===== config.mk =====
export PLATFORM = sky130hd
export DESIGN_NAME = broadcast_audio_base_parser_core_flat
export DESIGN_NICKNAME = d
export VERILOG_FILES = /design/src/bap_pkg.sv /design/src/bap_byte_if.sv /design/src/bap_tag_if.sv /design/src/broadcast_audio_base_parser_core.sv /design/src/flat_wrapper.sv
export SDC_FILE = /design/constraint.sdc
export NUM_CORES = 1
export LEC_CHECK = 0
export BUFFER_PORTS_ARGS = -buffer_cell sky130_fd_sc_hd__buf_4
export CORE_MARGIN = 2
export CORE_UTILIZATION = 30
export CTS_BUF_LIST = sky130_fd_sc_hd__clkbuf_2
export CTS_CLUSTER_DIAMETER = 80
export DETAILED_ROUTE_END_ITERATION = 7
export GPL_TIMING_DRIVEN = 0
export SLEW_MARGIN = 20
export SYNTH_ARGS = -nofsm -noshare
export SYNTH_HDL_FRONTEND = slang
export SYNTH_SLANG_ARGS = --single-unit

===== constraint.sdc =====
create_clock -name clk -period 4.9 [get_ports clk]
set_input_delay 0.49 -clock clk [delete_from_list [all_inputs] [get_ports clk]]
set_output_delay 0.49 -clock clk [all_outputs]
set_load 0.1 [all_outputs]

===== src/bap_pkg.sv =====
package bap_pkg;

	localparam logic [3:0] K_DELAY      = 4'd0;
	localparam logic [3:0] K_NSUB       = 4'd1;
	localparam logic [3:0] K_NBIS       = 4'd2;
	localparam logic [3:0] K_FORMAT     = 4'd3;
	localparam logic [3:0] K_COMPANY    = 4'd4;
	localparam logic [3:0] K_VENDOR     = 4'd5;
	localparam logic [3:0] K_CFGLEN     = 4'd6;
	localparam logic [3:0] K_CFGBYTE    = 4'd7;
	localparam logic [3:0] K_METALEN    = 4'd8;
	localparam logic [3:0] K_METABYTE   = 4'd9;
	localparam logic [3:0] K_BISIDX     = 4'd10;
	localparam logic [3:0] K_BISCFGLEN  = 4'd11;
	localparam logic [3:0] K_BISCFGBYTE = 4'd12;
	localparam logic [3:0] K_TRAIL      = 4'd13;
	localparam logic [3:0] K_ERROR      = 4'd14;

	localparam logic [2:0] ST_BUSY      = 3'd0;
	localparam logic [2:0] ST_OK        = 3'd1;
	localparam logic [2:0] ST_TRUNC     = 3'd2;
	localparam logic [2:0] ST_NO_SUB    = 3'd3;
	localparam logic [2:0] ST_NO_BIS    = 3'd4;
	localparam logic [2:0] ST_TOO_LONG  = 3'd5;

	localparam logic [8:0] MAX_BYTES    = 9'd255;
	localparam logic [8:0] BYTES_SAT    = 9'd256;

	typedef struct packed {
		logic [7:0] data_byte;
		logic       last_byte;
	} byte_t;

	typedef struct packed {
		logic [3:0]  field_kind;
		logic [7:0]  subgroup_number;
		logic [7:0]  bis_number;
		logic [7:0]  byte_in_field;
		logic [23:0] field_value;
		logic        field_complete;
		logic [2:0]  parse_status;
		logic        buffer_end;
	} tag_t;

endpackage


===== src/bap_byte_if.sv =====
interface bap_byte_if;
	logic            valid;
	logic            ready;
	bap_pkg::byte_t  data;

	modport source (output valid, output data, input ready);
	modport sink (input valid, input data, output ready);
endinterface


===== src/bap_tag_if.sv =====
interface bap_tag_if;
	logic           valid;
	logic           ready;
	bap_pkg::tag_t  data;

	modport source (output valid, output data, input ready);
	modport sink (input valid, input data, output ready);
endinterface


===== src/broadcast_audio_base_parser_core.sv =====
// Channel  | Direction | Beat payload
// ---------+-----------+---------------------------------------------------
// bytes    | in        | data_byte, last_byte
// tags     | out       | field_kind, subgroup_number, bis_number, byte_in_field,
//          |           | field_value, field_complete, parse_status, buffer_end
//
// One beat in gives exactly one beat out; a byte is taken every cycle while tags does not stall.
// A byte passes through an input register, then through the parse logic and the
// parser state update into the result register.
// While a finished tag waits at tags, the input register takes at most one more byte and then holds.
// arst_n clears both stages and all parser state; last_byte returns it to reset.
module broadcast_audio_base_parser_core (
	input  logic         clk,
	input  logic         arst_n,
	bap_byte_if.sink     bytes,
	bap_tag_if.source    tags
);

	logic               in_valid_s1;
	bap_pkg::byte_t     in_s1;
	logic               out_valid_s2;
	bap_pkg::tag_t      out_s2;
	logic               advance;

	logic [3:0]  phase_q;
	logic [7:0]  byte_pos_q;
	logic [7:0]  len_left_q;
	logic [7:0]  sub_left_q;
	logic [7:0]  bis_left_q;
	logic [7:0]  sub_cnt_q;
	logic [7:0]  bis_cnt_q;
	logic [23:0] acc_q;
	logic [8:0]  total_q;
	logic [2:0]  err_q;

	logic [3:0]  phase_d;
	logic [7:0]  byte_pos_d;
	logic [7:0]  len_left_d;
	logic [7:0]  sub_left_d;
	logic [7:0]  bis_left_d;
	logic [7:0]  sub_cnt_d;
	logic [7:0]  bis_cnt_d;
	logic [23:0] acc_d;
	logic [8:0]  total_d;
	logic [2:0]  err_d;
	bap_pkg::tag_t tag_d;

	assign advance = in_valid_s1 && (!out_valid_s2 || tags.ready);
	assign bytes.ready = !in_valid_s1 || advance;
	assign tags.valid = out_valid_s2;
	assign tags.data = out_s2;

	always_comb begin
		logic [7:0]  b;
		logic [3:0]  kind;
		logic [7:0]  sg;
		logic [7:0]  bn;
		logic [7:0]  bif;
		logic [23:0] val;
		logic        done;
		logic [23:0] shifted;
		logic        bis_end;

		b = in_s1.data_byte;
		phase_d = phase_q;
		byte_pos_d = byte_pos_q;
		len_left_d = len_left_q;
		sub_left_d = sub_left_q;
		bis_left_d = bis_left_q;
		sub_cnt_d = sub_cnt_q;
		bis_cnt_d = bis_cnt_q;
		acc_d = acc_q;
		total_d = total_q;
		err_d = err_q;
		done = 1'b0;
		val = {16'd0, b};
		shifted = 24'd0;
		bis_end = 1'b0;

		// The 256th byte of a buffer overflows unless an error is already set.
		if (err_q == bap_pkg::ST_BUSY && total_q >= bap_pkg::MAX_BYTES) begin
			err_d = bap_pkg::ST_TOO_LONG;
			phase_d = bap_pkg::K_ERROR;
			byte_pos_d = 8'd0;
			acc_d = 24'd0;
		end
		if (total_q < bap_pkg::BYTES_SAT) begin
			total_d = total_q + 9'd1;
		end

		kind = phase_d;
		sg = (kind <= bap_pkg::K_NSUB) ? 8'd0 : sub_cnt_q;
		bn = (kind >= bap_pkg::K_BISIDX && kind <= bap_pkg::K_BISCFGBYTE) ?
			bis_cnt_q : 8'd0;
		bif = byte_pos_d;

		case (kind)
			bap_pkg::K_DELAY, bap_pkg::K_COMPANY, bap_pkg::K_VENDOR: begin
				case (byte_pos_d[1:0])
					2'd0: shifted = {16'd0, b};
					2'd1: shifted = {8'd0, b, 8'd0};
					2'd2: shifted = {b, 16'd0};
					default: shifted = 24'd0;
				endcase
				acc_d = acc_d | shifted;
				val = acc_d;
				byte_pos_d = byte_pos_d + 8'd1;
				if (byte_pos_d >= ((kind == bap_pkg::K_DELAY) ? 8'd3 : 8'd2)) begin
					done = 1'b1;
					phase_d = kind + 4'd1;
					byte_pos_d = 8'd0;
					acc_d = 24'd0;
				end
			end
			bap_pkg::K_NSUB: begin
				done = 1'b1;
				byte_pos_d = 8'd0;
				acc_d = 24'd0;
				if (b == 8'd0) begin
					err_d = bap_pkg::ST_NO_SUB;
					phase_d = bap_pkg::K_ERROR;
				end else begin
					sub_left_d = b;
					sub_cnt_d = 8'd0;
					phase_d = bap_pkg::K_NBIS;
				end
			end
			bap_pkg::K_NBIS: begin
				done = 1'b1;
				byte_pos_d = 8'd0;
				acc_d = 24'd0;
				if (b == 8'd0) begin
					err_d = bap_pkg::ST_NO_BIS;
					phase_d = bap_pkg::K_ERROR;
				end else begin
					bis_left_d = b;
					bis_cnt_d = 8'd0;
					phase_d = bap_pkg::K_FORMAT;
				end
			end
			bap_pkg::K_FORMAT, bap_pkg::K_BISIDX: begin
				done = 1'b1;
				byte_pos_d = 8'd0;
				acc_d = 24'd0;
				phase_d = kind + 4'd1;
			end
			bap_pkg::K_CFGLEN: begin
				done = 1'b1;
				len_left_d = b;
				byte_pos_d = 8'd0;
				acc_d = 24'd0;
				phase_d = (b != 8'd0) ? bap_pkg::K_CFGBYTE : bap_pkg::K_METALEN;
			end
			bap_pkg::K_METALEN: begin
				done = 1'b1;
				len_left_d = b;
				byte_pos_d = 8'd0;
				acc_d = 24'd0;
				phase_d = (b != 8'd0) ? bap_pkg::K_METABYTE : bap_pkg::K_BISIDX;
			end
			bap_pkg::K_BISCFGLEN: begin
				done = 1'b1;
				len_left_d = b;
				byte_pos_d = 8'd0;
				acc_d = 24'd0;
				if (b != 8'd0) begin
					phase_d = bap_pkg::K_BISCFGBYTE;
				end else begin
					bis_end = 1'b1;
				end
			end
			bap_pkg::K_CFGBYTE, bap_pkg::K_METABYTE, bap_pkg::K_BISCFGBYTE: begin
				len_left_d = len_left_q - 8'd1;
				byte_pos_d = byte_pos_d + 8'd1;
				if (len_left_d == 8'd0) begin
					done = 1'b1;
					byte_pos_d = 8'd0;
					acc_d = 24'd0;
					case (kind)
						bap_pkg::K_CFGBYTE: phase_d = bap_pkg::K_METALEN;
						bap_pkg::K_METABYTE: phase_d = bap_pkg::K_BISIDX;
						default: bis_end = 1'b1;
					endcase
				end
			end
			default: begin
				sg = 8'd0;
				bn = 8'd0;
				bif = 8'd0;
				val = 24'd0;
			end
		endcase

		// Closing a BIS moves to the next BIS, the next subgroup or the trailer.
		if (bis_end) begin
			bis_left_d = bis_left_q - 8'd1;
			if (bis_left_d != 8'd0) begin
				bis_cnt_d = bis_cnt_q + 8'd1;
				phase_d = bap_pkg::K_BISIDX;
			end else begin
				bis_cnt_d = 8'd0;
				sub_left_d = sub_left_q - 8'd1;
				sub_cnt_d = sub_cnt_q + 8'd1;
				phase_d = (sub_left_d != 8'd0) ? bap_pkg::K_NBIS : bap_pkg::K_TRAIL;
			end
		end

		tag_d.field_kind = kind;
		tag_d.subgroup_number = sg;
		tag_d.bis_number = bn;
		tag_d.byte_in_field = bif;
		tag_d.field_value = val;
		tag_d.field_complete = done;
		tag_d.buffer_end = in_s1.last_byte;
		if (err_d != bap_pkg::ST_BUSY) begin
			tag_d.parse_status = err_d;
		end else if (phase_d == bap_pkg::K_TRAIL) begin
			tag_d.parse_status = bap_pkg::ST_OK;
		end else if (in_s1.last_byte) begin
			tag_d.parse_status = bap_pkg::ST_TRUNC;
		end else begin
			tag_d.parse_status = bap_pkg::ST_BUSY;
		end
	end

	always_ff @(posedge clk or negedge arst_n) begin
		if (!arst_n) begin
			in_valid_s1 <= 1'b0;
			out_valid_s2 <= 1'b0;
		end else begin
			if (bytes.ready) begin
				in_valid_s1 <= bytes.valid;
			end
			if (advance) begin
				out_valid_s2 <= 1'b1;
			end else if (tags.ready) begin
				out_valid_s2 <= 1'b0;
			end
		end
	end

	always_ff @(posedge clk) begin
		if (bytes.ready && bytes.valid) begin
			in_s1 <= bytes.data;
		end
		if (advance) begin
			out_s2 <= tag_d;
		end
	end

	// Parser state; the last byte of a buffer puts it back to reset.
	always_ff @(posedge clk or negedge arst_n) begin
		if (!arst_n) begin
			phase_q <= bap_pkg::K_DELAY;
			byte_pos_q <= 8'd0;
			len_left_q <= 8'd0;
			sub_left_q <= 8'd0;
			bis_left_q <= 8'd0;
			sub_cnt_q <= 8'd0;
			bis_cnt_q <= 8'd0;
			acc_q <= 24'd0;
			total_q <= 9'd0;
			err_q <= bap_pkg::ST_BUSY;
		end else if (advance) begin
			if (in_s1.last_byte) begin
				phase_q <= bap_pkg::K_DELAY;
				byte_pos_q <= 8'd0;
				len_left_q <= 8'd0;
				sub_left_q <= 8'd0;
				bis_left_q <= 8'd0;
				sub_cnt_q <= 8'd0;
				bis_cnt_q <= 8'd0;
				acc_q <= 24'd0;
				total_q <= 9'd0;
				err_q <= bap_pkg::ST_BUSY;
			end else begin
				phase_q <= phase_d;
				byte_pos_q <= byte_pos_d;
				len_left_q <= len_left_d;
				sub_left_q <= sub_left_d;
				bis_left_q <= bis_left_d;
				sub_cnt_q <= sub_cnt_d;
				bis_cnt_q <= bis_cnt_d;
				acc_q <= acc_d;
				total_q <= total_d;
				err_q <= err_d;
			end
		end
	end

endmodule


===== src/flat_wrapper.sv =====
// flat-port wrapper written by rule: the top's interface ports become plain ports
module broadcast_audio_base_parser_core_flat 
  (clk, arst_n, bytes_valid, bytes_data, bytes_ready, tags_valid, tags_data, tags_ready);
  bap_byte_if bytes_i ();
  bap_tag_if tags_i ();
  input  logic clk;
  input  logic arst_n;
  input wire logic [$bits(bytes_i.valid)-1:0] bytes_valid;
  input wire logic [$bits(bytes_i.data)-1:0] bytes_data;
  output wire logic [$bits(bytes_i.ready)-1:0] bytes_ready;
  output wire logic [$bits(tags_i.valid)-1:0] tags_valid;
  output wire logic [$bits(tags_i.data)-1:0] tags_data;
  input wire logic [$bits(tags_i.ready)-1:0] tags_ready;
  assign bytes_i.valid = bytes_valid;
  assign bytes_i.data = bytes_data;
  assign bytes_ready = bytes_i.ready;
  assign tags_valid = tags_i.valid;
  assign tags_data = tags_i.data;
  assign tags_i.ready = tags_ready;
  broadcast_audio_base_parser_core u_core (.clk(clk), .arst_n(arst_n), .bytes(bytes_i), .tags(tags_i));
endmodule

==> flow_summary.json <==
{
  "status": "complete, no violations",
  "die_area_um2": 28280,
  "grt_pass1_vias": 6823,
  "required_ns": 5.44,
  "cp-end-kind": "flip-flop",
  "numCtsBuffers": 17,
  "cp.arrival_ns": 5.14,
  "vias_per_cell": 5.433,
  "cts-htree-levels": 4,
  "port_buffers": 71,
  "synth-edff-count": 66,
  "cp.depth": 22,
  "finClkSkew_ns": 0.04884,
  "drtAntennaViolNets": 0,
  "ys_types": 71,
  "cpMostUsedCell": "ha_1",
  "fin_cells": 1280,
  "dieWidth_um": 168.2,
  "crit_chain": "ha_1 > nand3_2 > nor2_1 > ha_1 > nor2_1 > o21ai_2 > nand2_2 > buf_4 > nand2b_2 > inv_2 > ha_2 > clkbuf_4 > nor3b_2 > ha_1 > o22ai_2 > a31oi_4 > and2_1 > o21bai_1 > a221oi_2 > buf_4 > nor4b_4 > a221o_1",
  "path_buf_inv": 4,
  "tightest_slew_ns": 0.8923,
  "drtIter0Drc": 435,
  "synth_ff_type": "dfrtp_1",
  "worstSkewPairLatency_ns": 0.77,
  "yosys_warnings": 0,
  "relSlewSlack": 0.4052,
  "grt_pass1_wl_um": 37270,
  "synthToLayoutAreaGrowth_pct": 17.92,
  "leakagePower_nw": 3.787,
  "synth_area_leaders": "dfrtp_1 28%, edfxtp_1 25%, o21ai_0 5.2%",
  "die_y_um": 168.2,
  "postSynthAreaPerCell_um2": 9.860,
  "synth_nets": 849,
  "vdd_drop_max_mv": 0.3186,
  "max_cap_violations": 0,
  "dp_cells": 1233,
  "via_count": 6954,
  "final_net_count": 955,
  "path_max_fanout": 10,
  "cts_tree": "done",
  "yosysMostFrequentCell": "dfrtp_1",
  "grt_max_degree": 91,
  "synth_common_cells": "90 x dfrtp_1, 84 x o21ai_0, 80 x nor2_1",
  "synth_top_cell_by_area": "dfrtp_1",
  "row_count": 60,
  "timing.hold.ws_ns": 0.3454,
  "drive_gt1_frac": 0.1493,
  "rrSetupSlack_ns": 0.30,
  "max_freq_mhz": 217.2,
  "p_per_area_nw_per_um2": 555.7,
  "routed_wl_um": 22970,
  "async_flop_share": 0.5769,
  "io_pins": 72,
  "gp_congestion": 0.9493,
  "root_buffer": "clkbuf_2",
  "clkSlewWorstSetupHoldPaths_ns": 0.27,
  "dp_hpwl_um": 15590,
  "r2r_cells": 22,
  "core_um2": 26730,
  "seq_area_frac_synth": 0.5237,
  "antenna_found_initial": 1,
  "crit_slowest_cell": "dfrtp_1",
  "ys_ff_latch": 156,
  "min_period_over_period": 0.9397,
  "overflow": 0,
  "synth.top_cell.area_share": 0.2786,
  "worstHoldPathType": "input pin to asynchronous set/reset pin",
  "route.detailed.drc": 0,
  "post-route-min-period_ns": 4.605,
  "clk_path_buf_depth": 2,
  "wl_per_cell_um": 17.95,
  "start_util": 0.3025,
  "setup_viol": 0,
  "netlist_area_um2": 8085,
  "dr.pass1.iters": 5,
  "maxSlewViolCount": 0,
  "cp-start-kind": "flip-flop",
  "clock-sinks": 156,
  "slowest_delay_ns": 0.46,
  "syn_inst": 820,
  "grt_usage": 0.1671,
  "crit_family": "compound AO/OA/AOI/OAI gates",
  "hold_viol": 0,
  "crit_type": "flip-flop to flip-flop"
}
worst paths after layout:
path / start / to
max in group asynchronous: arst_n / u_core.bis_left_q[0]$_DFFE_PN0P_
min in group clk: bytes_data[7] / u_core.in_s1[7]$_DFFE_PP_
setup reg to reg: u_core.total_q[0]$_DFFE_PN0P_ / u_core.tags.data[1]$_DFFE_PP_
setup / recovery: u_core.total_q[0]$_DFFE_PN0P_ / u_core.tags.data[1]$_DFFE_PP_
hold reg to reg: u_core.in_s1[0]$_DFFE_PP_ / u_core.tags.data[0]$_DFFE_PP_
hold / removal: arst_n / u_core.acc_q[1]$_DFFE_PN0P_
per-stage QoR:
stage | area, µm² | TNS [ns] | power, mW | setup WS (ns) | util
final | 9534 | 0 | 5.298 | 0.2954 | 0.3567
after global routing | 9534 | -0.009272 | 5.642 | -0.009272 | 0.3567
after CTS | 9499 | 0 | 5.282 | 0.01441 | 0.3554
after detailed placement | 9077 | -26.16 | 4.470 | -1.349 | 0.3397
after global placement | 9045 | -30.02 | 4.463 | -1.339 | 0.3384
after floorplan | 8085 | 0 | 3.769 | 0.2839 | -
cell type report:
cell class	instances	area, µm²
diodes	1	2.502
plain buffers	52	215.2
clock buffers	18	90.09
clock inverters	13	133.9
fillers	2733	17190
inverters	19	71.32
multi-input cells	593	3659
flip-flops and latches	156	4234
well taps	341	426.7
repair buffers	87	701.9
placed cells by master, fill, tap and decap left out, types with 18 or more instances in the layout:
| cell type | n |
|---|---|
| and2_1 | 27 |
| clkbuf_2 | 18 |
| nor3_1 | 19 |
| nand2_1 | 59 |
| dfrtp_1 | 90 |
| a22o_1 | 30 |
| nand2b_1 | 18 |
| buf_4 | 73 |
| o21ai_0 | 82 |
| clkbuf_1 | 43 |
| a21oi_1 | 71 |
| edfxtp_1 | 66 |
| nor2_1 | 80 |
where the power goes:
group	internal, mW	switching [mW]
logic	0.851	1.97
registers	1.62	0.151
clock network	0.198	0.514
flip-flops by register name, indices dropped and copies added, names as in the netlist:
name                flops
u_core.phase_q          4
u_core.byte_pos_q       8
u_core.in_valid_s1      1
u_core.in_s1            9
u_core.sub_left_q       8
u_core.err_q            3
u_core.total_q          9
u_core.len_left_q       8
u_core.sub_cnt_q        8
u_core.acc_q           24
u_core.tags.data       57
u_core.tags.valid       1
u_core.bis_left_q       8
u_core.bis_cnt_q        8
cell families after synthesis:
group,synth area share
DFF,0.5237
xor gates and xnor gates,0.01192
muxes,0.007892
AOI/OAI and AO/OA,0.2060
buffers and inverters,0.03404
and+or+nand+nor,0.1917
adders and majority gates,0.02476
routing by layer:
| metal | track usage | part of all wire | wire (µm) | vias to the layer above |
|---|---|---|---|---|
| li1 | - | - | - | 3247 |
| met1 | 0.2322 | 0.46 | 10630 | 3430 |
| met2 | 0.2672 | 0.46 | 10650 | 249 |
| met3 | 0.02774 | 0.057 | 1306 | 28 |
| met4 | 0.05397 | 0.017 | 386 | 0 |
| met5 | 0 | 0 | 0 | - |
repair_timing:
item,CTS,global route
hold buffers,13,0
pin swaps,2,2
gates resized for setup,13,11
hold endpoints to repair,101,0
endpoints found under the setup margin,62,46
buffers inserted,2,0
worst register-to-register path, delay by kind of cell, from the launching register on:
family	cells	cell delay, ns
compound gates	6	1.31
fa+ha+maj	4	0.90
buf+inv	4	0.68
flops	1	0.46
simple gates	8	1.07
Power figures use the tool's default switching activity.
